==> src/design/greedy_box_suppression_defines.svh <==
// Assertion macros shared by the greedy box suppression RTL.
// Depends on nothing; files that assert include it and provide i_clk and i_rst_n.
`ifndef GREEDY_BOX_SUPPRESSION_DEFINES_SVH
`define GREEDY_BOX_SUPPRESSION_DEFINES_SVH

`ifndef SYNTHESIS

// A property checked at every clock edge outside reset.
`define GBS_ASSERT(label, prop) \
    label: assert property (@(posedge i_clk) disable iff (!i_rst_n) prop) \
        else $error("greedy_box_suppression: assertion failed");

// A property that must hold in the cycle after a trigger.
`define GBS_ASSERT_NEXT(label, trig, prop) \
    label: assert property (@(posedge i_clk) disable iff (!i_rst_n) (trig) |=> (prop)) \
        else $error("greedy_box_suppression: assertion failed");

`else

`define GBS_ASSERT(label, prop)
`define GBS_ASSERT_NEXT(label, trig, prop)

`endif

`endif

==> src/design/gbs_pkg.sv <==
// Shared types, constants and codes of the greedy box suppression block.
// Used by gbs_ctrl, gbs_datapath and the top level; depends on nothing.
package gbs_pkg;

    localparam int MAX_KEPT_DEF = 256;

    localparam int COORD_W    = 16;
    localparam int LABEL_W    = 8;
    localparam int AREA_W     = 2 * COORD_W;
    localparam int UNI_W      = AREA_W + 1;
    localparam int THR_W      = 16;
    localparam int PROD_W     = THR_W + UNI_W;
    localparam int IDX_W      = 16;
    localparam int S_TDATA_W  = 72;
    localparam int M_TDATA_W  = 24;
    localparam int CFG_ADDR_W = 1;
    localparam int CFG_DATA_W = 16;

    localparam logic [THR_W-1:0] THRESHOLD_RESET = 16'd29491;

    // Configuration register indexes.
    localparam logic [CFG_ADDR_W-1:0] CFG_THRESHOLD = 1'd0;
    localparam logic [CFG_ADDR_W-1:0] CFG_AGNOSTIC  = 1'd1;

    typedef enum logic [2:0] {
        ST_IDLE,
        ST_AREA,
        ST_SCAN,
        ST_DRAIN,
        ST_FINISH
    } t_state;

    // Commands from the controller to the datapath.
    typedef struct packed {
        logic capture;
        logic area_calc;
        logic scan_start;
        logic scan_issue;
        logic finish;
    } t_cmd;

    // Status from the datapath to the controller.
    typedef struct packed {
        logic count_zero;
        logic scan_last;
        logic pipe_busy;
        logic out_free;
    } t_status;

    // One stored box.
    typedef struct packed {
        logic [COORD_W-1:0] left;
        logic [COORD_W-1:0] top;
        logic [COORD_W-1:0] width;
        logic [COORD_W-1:0] height;
        logic [LABEL_W-1:0] label;
        logic [AREA_W-1:0]  area;
    } t_kept;

endpackage

==> src/design/gbs_ctrl.sv <==
// Controller state machine of the greedy box suppression block.
// Depends on gbs_pkg and greedy_box_suppression_defines.svh; drives gbs_datapath.
`include "greedy_box_suppression_defines.svh"

module gbs_ctrl
    import gbs_pkg::*;
(
    input  logic    i_clk,
    input  logic    i_rst_n,
    input  logic    i_s_valid,
    output logic    o_s_ready,
    output t_cmd    o_cmd,
    input  t_status i_status
);

    t_state r_state;
    t_state n_state;

    always_ff @(posedge i_clk) begin
        if (!i_rst_n) begin
            r_state <= ST_IDLE;
        end else begin
            r_state <= n_state;
        end
    end

    always_comb begin
        n_state = r_state;
        case (r_state)
            ST_IDLE: begin
                if (i_s_valid) n_state = ST_AREA;
            end
            ST_AREA: begin
                n_state = i_status.count_zero ? ST_FINISH : ST_SCAN;
            end
            ST_SCAN: begin
                if (i_status.scan_last) n_state = ST_DRAIN;
            end
            ST_DRAIN: begin
                if (!i_status.pipe_busy) n_state = ST_FINISH;
            end
            ST_FINISH: begin
                if (i_status.out_free) n_state = ST_IDLE;
            end
            default: begin
                n_state = ST_IDLE;
            end
        endcase
    end

    always_comb begin
        o_cmd     = '0;
        o_s_ready = 1'b0;
        case (r_state)
            ST_IDLE: begin
                o_s_ready     = 1'b1;
                o_cmd.capture = i_s_valid;
            end
            ST_AREA: begin
                o_cmd.area_calc  = 1'b1;
                o_cmd.scan_start = 1'b1;
            end
            ST_SCAN: begin
                o_cmd.scan_issue = 1'b1;
            end
            ST_DRAIN: begin
            end
            ST_FINISH: begin
                o_cmd.finish = i_status.out_free;
            end
            default: begin
            end
        endcase
    end

    // No comparison may still be in flight while a new box can be taken.
    `GBS_ASSERT(a_idle_drained, o_s_ready |-> !i_status.pipe_busy)

endmodule

==> config.mk <==
export PLATFORM = sky130hd
export DESIGN_NAME = gbs_ctrl
export DESIGN_NICKNAME = d
export VERILOG_FILES = /design/src/design/gbs_pkg.sv /design/src/design/gbs_ctrl.sv
export VERILOG_INCLUDE_DIRS = /design/src /design/src/design
export SDC_FILE = /design/constraint.sdc
export NUM_CORES = 1
export LEC_CHECK = 0
export BUFFER_PORTS_ARGS = -buffer_cell sky130_fd_sc_hd__buf_2
export CAP_MARGIN = 40
export CORE_AREA = 2 2 39 41
export DETAILED_ROUTE_END_ITERATION = 7
export DIE_AREA = 0 0 41 43
export PLACE_DENSITY = 0.35
export SLEW_MARGIN = 40
export SYNTH_ARGS = -nofsm -noshare
export SYNTH_HDL_FRONTEND = slang
export SYNTH_SLANG_ARGS = --single-unit
==> constraint.sdc <==
create_clock -name i_clk -period 1.2 [get_ports i_clk]
set_input_delay 0.12 -clock i_clk [delete_from_list [all_inputs] [get_ports i_clk]]
set_output_delay 0.12 -clock i_clk [all_outputs]
set_load 0.005 [all_outputs]
; Word level (Yosys, flattened, before mapping)
; Index checks and enable logic that the tools add are counted.
[classes]
n_reduce_logical = 2
eq_ne = 8
n_mux = 11
[ops]
columns = cell, n
row1 = two-way mux 3 bit, 5
row2 = one-hot mux 3 bit (5 select lines), 1
row3 = "inequality test 2 bit, second input constant", 4
row4 = "equality test 3 x 2 -> 1 bit, second input constant", 2
row5 = two-way mux 1 bit, 4
row6 = AND reduction 4 bit, 1
row7 = "equality test 3 x 1 -> 1 bit, second input constant", 1
row8 = "equality test 3 bit, second input constant", 1
row9 = logical NOT 3 bit, 1
row10 = two-way mux 2 bit, 1
[totals]
inputBits = 7
reg_bits = 3
out_inout_bits = 6

; Longest topological paths before layout
; Gate-level depths: netlist of the first run.
[depth]
ltp_word = 3
ltp_mapped = 4
ltp_nobuf = 3

; Least setup slack after synthesis of the first run
; Ideal clock, no wire load.
[synth_path]
path_type = reg2reg
from = register r_state[0]
to = register r_state[2]
synth_period_minus_slack_ps = 1088
t_required_ps = 1130
n_path_buf = 1
setup_slack_ps = 112
arrival_ps = 1018
stages_incl_launch_ff = 4
setup_time_ps = 70
path_cell_list = dfxtp_1 -> buf_6 -> or4b_1 -> a21boi_1
[synth_between]
elab_chain_len = 3
word_cells_on_any_way = 11
[synth_rtl]
columns = item, line_no
row1 = "start, declared", gbs_ctrl.sv:16  ; t_state r_state;
row2 = "start signal, assigned", gbs_ctrl.sv:23  ; r_state <= n_state;
row3 = equality test 3 x 2 -> 1 bit (tied with other cells), gbs_ctrl.sv:29  ; case (r_state)
row4 = inequality test 2 bit (no source line), -
row5 = AND reduction 4 bit (no source line), -
; Parallel ways exist; a longest one is shown, timed or not.
; A chain may end at the register's enable or synchronous reset.

==> results of run 1 <==
-- stage by stage --
stage / cell area [sq um] / hold WS (ns) / TNS, ns / utilization / setup WS, ns
finish: 365 / 0.162 / 0 / 0.264 / 0.00299
global route: 365 / 0.161 / -0.208 / 0.264 / -0.0512
CTS: 354 / 0.153 / -0.0570 / 0.256 / -0.0194
detailed placement: 298 / 0.403 / 0 / 0.215 / 0.0958
global placement: 298 / 0.392 / 0 / 0.215 / 0.0743
floorplan: 215 / 0.273 / 0 / - / 0.112
-- synth_stat cells, drive strengths merged --
master  n
clkbuf  2
a21boi  1
buf     2
and4bb  1
nor3    2
or4b    1
o21ai   1
nor4bb  1
a21oi   3
inv     1
dfxtp   3
a211oi  1
nor3b   2
or3     1
nand2b  1
nor4b   1
mux2i   1
-- report_power, final --
| group | switching [mW] | internal, mW |
|---|---|---|
| Sequential | 0.00911 | 0.108 |
| Combinational | 0.0433 | 0.0634 |
| Clock | 0.0519 | 0.125 |
-- worst max path at each step --
stage,endpoint,slack [ns]
4_1_cts,o_cmd[4],-0.02
3_5_place_dp,r_state[2]$_SDFFE_PN0P_,0.1
6_report,o_cmd[0],0.003
2_1_floorplan,r_state[2]$_SDFFE_PN0P_,0.11
3_3_place_gp,r_state[2]$_SDFFE_PN0P_,0.07
5_1_grt,o_cmd[4],-0.05
-- logic make-up (layout without fill, tap and decap cells) --
logic type,Yosys count,in the layout,synth area share
flip-flops,3,3,0.279
AND/OR/NAND/NOR,10,10,0.366
multiplexers,1,1,0.0465
AO/OA/AOI/OAI,6,6,0.163
buffers and inverters,5,23,0.145
-- what timing repair did --
item / 4_1_cts / 5_1_grt
hold buffers: 0 / 0
resized for setup: 5 / 2
pin swaps: 3 / 2
setup endpoints to repair: 5 / 6
buffers inserted: 2 / 0
-- worst reg2reg max path: stages, from the launching register on --
cell	delay, ns
dfxtp_4	0.34
buf_4	0.13
or4b_1	0.46
a21boi_1	0.15
-- final cells by class --
cell class                      count  area (sq um)  area share
Sequential cell                     3          65.1       0.178
Multi-Input combinational cell     17           141       0.387
Timing Repair Buffer               18           109       0.298
Clock buffer                        4          26.3      0.0719
Inverter                            1          3.75      0.0103
Tap cell                           16          20.0      0.0548
-- metal layers --
metal  up-vias  global-route usage  wire length, microns
met5         -                   0                     0
li1        128                   -                     -
met1       124              0.0740                   216
met4         0              0.0800                     0
met3         0              0.0209                    36
met2         9               0.144                   378
==> metrics.yaml, run 1 <==
root_buffer: "clkbuf_4"
final_common_cell: "buf_2"
dpl.hpwl_microns: 485
fp.dieH_microns: 43
synth_area_leaders: "dfxtp_1, a21oi_1, nor3b_1"
cp-end-kind: "primary output"
dieWidth_microns: 41
drtAntennaViolNets: 0
ir_worst_vdd_mv: 0.298
syn_avg_cell_area_sq_um: 8.61
crit_path_top_delay_cell: "dfxtp_4"
yosysSeqAreaShare: 0.279
setup_viol: 0
cts_tree: "done"
rr_worst_depth: 3
grtUsageTotal: 0.0853
rsz0062_at_grt: "yes"
crit_start: "r_state[0]$_SDFFE_PN0P_"
drive_above_1_share: 0.628
relSlewSlack: 0.822
cts.sinks: 3
power_mw: 0.400
core_region_area_sq_mm: 0.00138
antenna_cells: 0
netlist_area_sq_um: 215
critical_path_depth: 3
wl_per_cell_microns: 10.7
ctsLongestPathBuffers: 2
hold_path.class: "in -> reg"
drt-pass1-iter-count: 3
cts_made_buffers: 3
dp_cells: 53
synth_fp_nets: 32
insertion_delay_ns: 0.23
largest_registers: "r_state (3)"
design.die.area_sq_mm: 0.00176
min_from: "i_rst_n"
placementRows: 14
critPathMaxFanout: 3
critPathRequiredTime_ns: 1.08
drt_iter0_markers: 4
path_clk_slew_ns: 0.04
hold_viol: 0
r2r_setup_slack_ns: 0.04
hold_path_end: "r_state[2]$_SDFFE_PN0P_"
syn_inst: 25
grt_max_degree: 8
vias: 261
r2r-end: "r_state[2]$_SDFFE_PN0P_"
fin_cells: 59
grt_pass1_vias: 263
gp_congestion: 0.715
drc: 0
io_buffer_count: 12
final_cell_mix: "buf_2, buf_4, a21oi_1, clkbuf_4, nor3_1"
status: "complete, no violations"
clock-skew-final_ns: 0.00511
synth-seq-cells: 3
synthDistinctLibCells: 19
worstPathCellList: "buf_4 -> and4bb_2 -> buf_2"
viasPerCell: 4.42
path_class: "reg -> out"
wirelength_microns: 631
hold_depth: 2
largest_register_ff_count: 3
critical-path-max-stage-delay_ns: 0.34
nets: 51
max_slew.worst_pin.slew_ns: 0.267
max_freq_mhz: 835
yosysTopAreaCellShare: 0.279
initial_core_util: 0.156
slew_viol_final: 0
min_period_over_period: 0.998
crit_arrival_ns: 1.08
cap_violations: 0
gr-total-overflow: 0
area_delta_synth_final_pct: 69.8
antenna_found_initial: 0
top_register: "r_state"
grt_pass1_wl_microns: 979
fin_crit_ns: 1.20
htree_levels: 1
startpoint_type: "register"
num_io_pins: 13
crit_family: "flip-flops"
leakagePower_nw: 0.167
synth.largest_area_cell: "dfxtp_1"
power.density_mw_per_mm2: 1100
yosysWarnings: 0
rr_startpoint: "r_state[0]$_SDFFE_PN0P_"
crit_buf_inv: 2
fill_cells: 158
(Power assumes the default switching activity.)
==> run 2, diff against run 1 <==
--- a/config.mk
+++ b/config.mk
@@ -11,7 +11,7 @@
 export CORE_AREA = 2 2 39 41
 export DETAILED_ROUTE_END_ITERATION = 7
 export DIE_AREA = 0 0 41 43
-export PLACE_DENSITY = 0.35
+export PLACE_DENSITY = 0.4
 export SLEW_MARGIN = 40
 export SYNTH_ARGS = -nofsm -noshare
 export SYNTH_HDL_FRONTEND = slang
==> metrics.yaml, run 2 (synthesis gave the netlist of run 1 again) <==
post-place-ws_ns: 0.108  # +0.0122 ns
rr_startpoint: "r_state[0]$_SDFFE_PN0P_"
multiInputGateArea_sq_um: 144  # +1.8%
setup_ws_ns: -0.00431  # -0.00730 ns
status: "finished, violations left"
antenna_found_initial: 0  # unchanged
critPathMaxFanout: 5  # +2
drt_iter0_markers: 1  # -3
grt_pass1_wl_microns: 814  # -17%
drt-pass1-iter-count: 4  # +1
insertion_delay_ns: 0.24  # about the same
final_area_sq_um: 354  # -3.1%
ir_worst_vdd_mv: 0.220  # -26%
root_buffer: "clkbuf_4"
cp-end-kind: "primary output"
io_buffer_count: 12  # unchanged
hold_depth: 2  # unchanged
ctsLongestPathBuffers: 2  # unchanged
crit_path_top_delay_cell: "dfxtp_4"
fp.dieH_microns: 43  # unchanged
clock-skew-final_ns: 0.00717  # +0.00206 ns
placementRows: 14  # unchanged
largest_registers: "r_state (3)"
cts_made_buffers: 3  # unchanged
hold_path_end: "r_state[2]$_SDFFE_PN0P_"
grtUsageTotal: 0.0752  # -0.0102
vias: 237  # -9.2%
max_slew.worst_pin.slew_ns: 0.228  # -0.0394 ns
nets: 49  # -3.9%
drc: 0  # unchanged
antenna_cells: 0  # unchanged
startpoint_type: "register"
viasPerCell: 4.16  # -6.0%
grt_pass1_vias: 194  # -26%
area_delta_synth_final_pct: 64.5
setup_viol: 2  # +2
min_period_over_period: 1.00  # +0.00608
wirelength_microns: 598  # -5.2%
hold_viol: 0  # unchanged
critPathRequiredTime_ns: 1.08  # about the same
rsz0062_at_grt: "yes"
final_cell_mix: "buf_2, a21oi_1, clkbuf_4, buf_4"
r2r-end: "r_state[2]$_SDFFE_PN0P_"
path_clk_slew_ns: 0.04  # about the same
gr-total-overflow: 0  # unchanged
cts.sinks: 3  # unchanged
cts_tree: "done"
grt_max_degree: 9  # +1
fin_hold_ws_ns: 0.151  # -0.0107 ns
placed_area_sq_um: 290  # -2.5%
htree_levels: 1  # unchanged
initial_core_util: 0.156  # unchanged
hold_buffers: 0  # unchanged
gp_congestion: 0.718  # +0.32%
fin_crit_ns: 1.20  # +0.00730 ns
largest_register_ff_count: 3  # unchanged
max_freq_mhz: 830  # -0.61%
worstPathCellList: "buf_4 -> and4bb_2 -> buf_2"
min_from: "i_rst_n"
wl_per_cell_microns: 10.5  # -1.9%
violations: "negative setup slack"
cap_violations: 0  # unchanged
drtAntennaViolNets: 0  # unchanged
relSlewSlack: 0.846  # +0.0244
design.die.area_sq_mm: 0.00176  # unchanged
dpl.hpwl_microns: 441  # -9.0%
rr_worst_depth: 3  # unchanged
final_common_cell: "buf_2"
core_region_area_sq_mm: 0.00138  # unchanged
r2r_setup_slack_ns: 0.04  # about the same
seqCellArea_sq_um: 66.3  # +1.9%
top_register: "r_state"
drive_above_1_share: 0.610  # -0.0182
crit_arrival_ns: 1.08  # about the same
utilization: 0.256  # -0.00814
fill_cells: 153  # -3.2%
critical-path-max-stage-delay_ns: 0.33  # about the same
dieWidth_microns: 41  # unchanged
leakagePower_nw: 0.162  # -3.0%
power.density_mw_per_mm2: 1130  # +3.5%
num_io_pins: 13  # unchanged
power_mw: 0.402  # +0.34%
slew_viol_final: 0  # unchanged
hold_path.class: "in -> reg"
path_class: "reg -> out"
==> run 2: repair_timing <==
item	in CTS	in global routing
pin swaps	2	2
setup endpoints to repair	4	6
setup buffers	1	0
gates resized for setup	7	1
==> run 2: power by group <==
group,total [mW],switching (mW),internal (mW)
clock network,0.180,0.0553,0.125
registers,0.117,0.00861,0.108
logic,0.105,0.0450,0.0597
==> run 2: metal layers <==
layer | up-vias | routed length [microns] | global-route usage
li1 | 124 | - | -
met1 | 100 | 309 | 0.102
met2 | 13 | 250 | 0.0781
met3 | 0 | 39 | 0.0314
met4 | 0 | 0 | 0.0800
met5 | - | 0 | 0
==> run 2: critical path: cells and delay by family, from the launching register on <==
kind                   cells  cell delay, ns
buffers and inverters      2            0.25
and+or+nand+nor            1            0.27
DFF                        1            0.33
==> run 2: final cells by class <==
class / count / share of cell area
multi-input combinational: 17 / 0.406
tap: 16 / 0.0565
inverter: 1 / 0.0106
timing repair buffer: 16 / 0.265
clock buffer: 4 / 0.0742
sequential: 3 / 0.187
==> run 2: worst max path at each step <==
stage / start / end / slack, ns / cells past startpoint
floorplan: r_state[0]$_SDFFE_PN0P_ / r_state[2]$_SDFFE_PN0P_ / 0.11 / 3
global placement: r_state[0]$_SDFFE_PN0P_ / r_state[1]$_SDFFE_PN0P_ / 0.1 / 3
detailed placement: r_state[0]$_SDFFE_PN0P_ / r_state[1]$_SDFFE_PN0P_ / 0.11 / 3
CTS: r_state[0]$_SDFFE_PN0P_ / o_cmd[4] / -0.02 / 3
global route: r_state[1]$_SDFFE_PN0P_ / o_cmd[1] / -0.05 / 3
finish: r_state[0]$_SDFFE_PN0P_ / o_cmd[0] / -0.004 / 3
==> run 2: per-stage QoR <==
stage / setup TNS, ns / std cells
4_1_cts: -0.0370 / 57
5_1_grt: -0.218 / 57
2_1_floorplan: 0 / 25
3_5_place_dp: 0 / 52
6_report: -0.00580 / 57
3_3_place_gp: 0 / 52
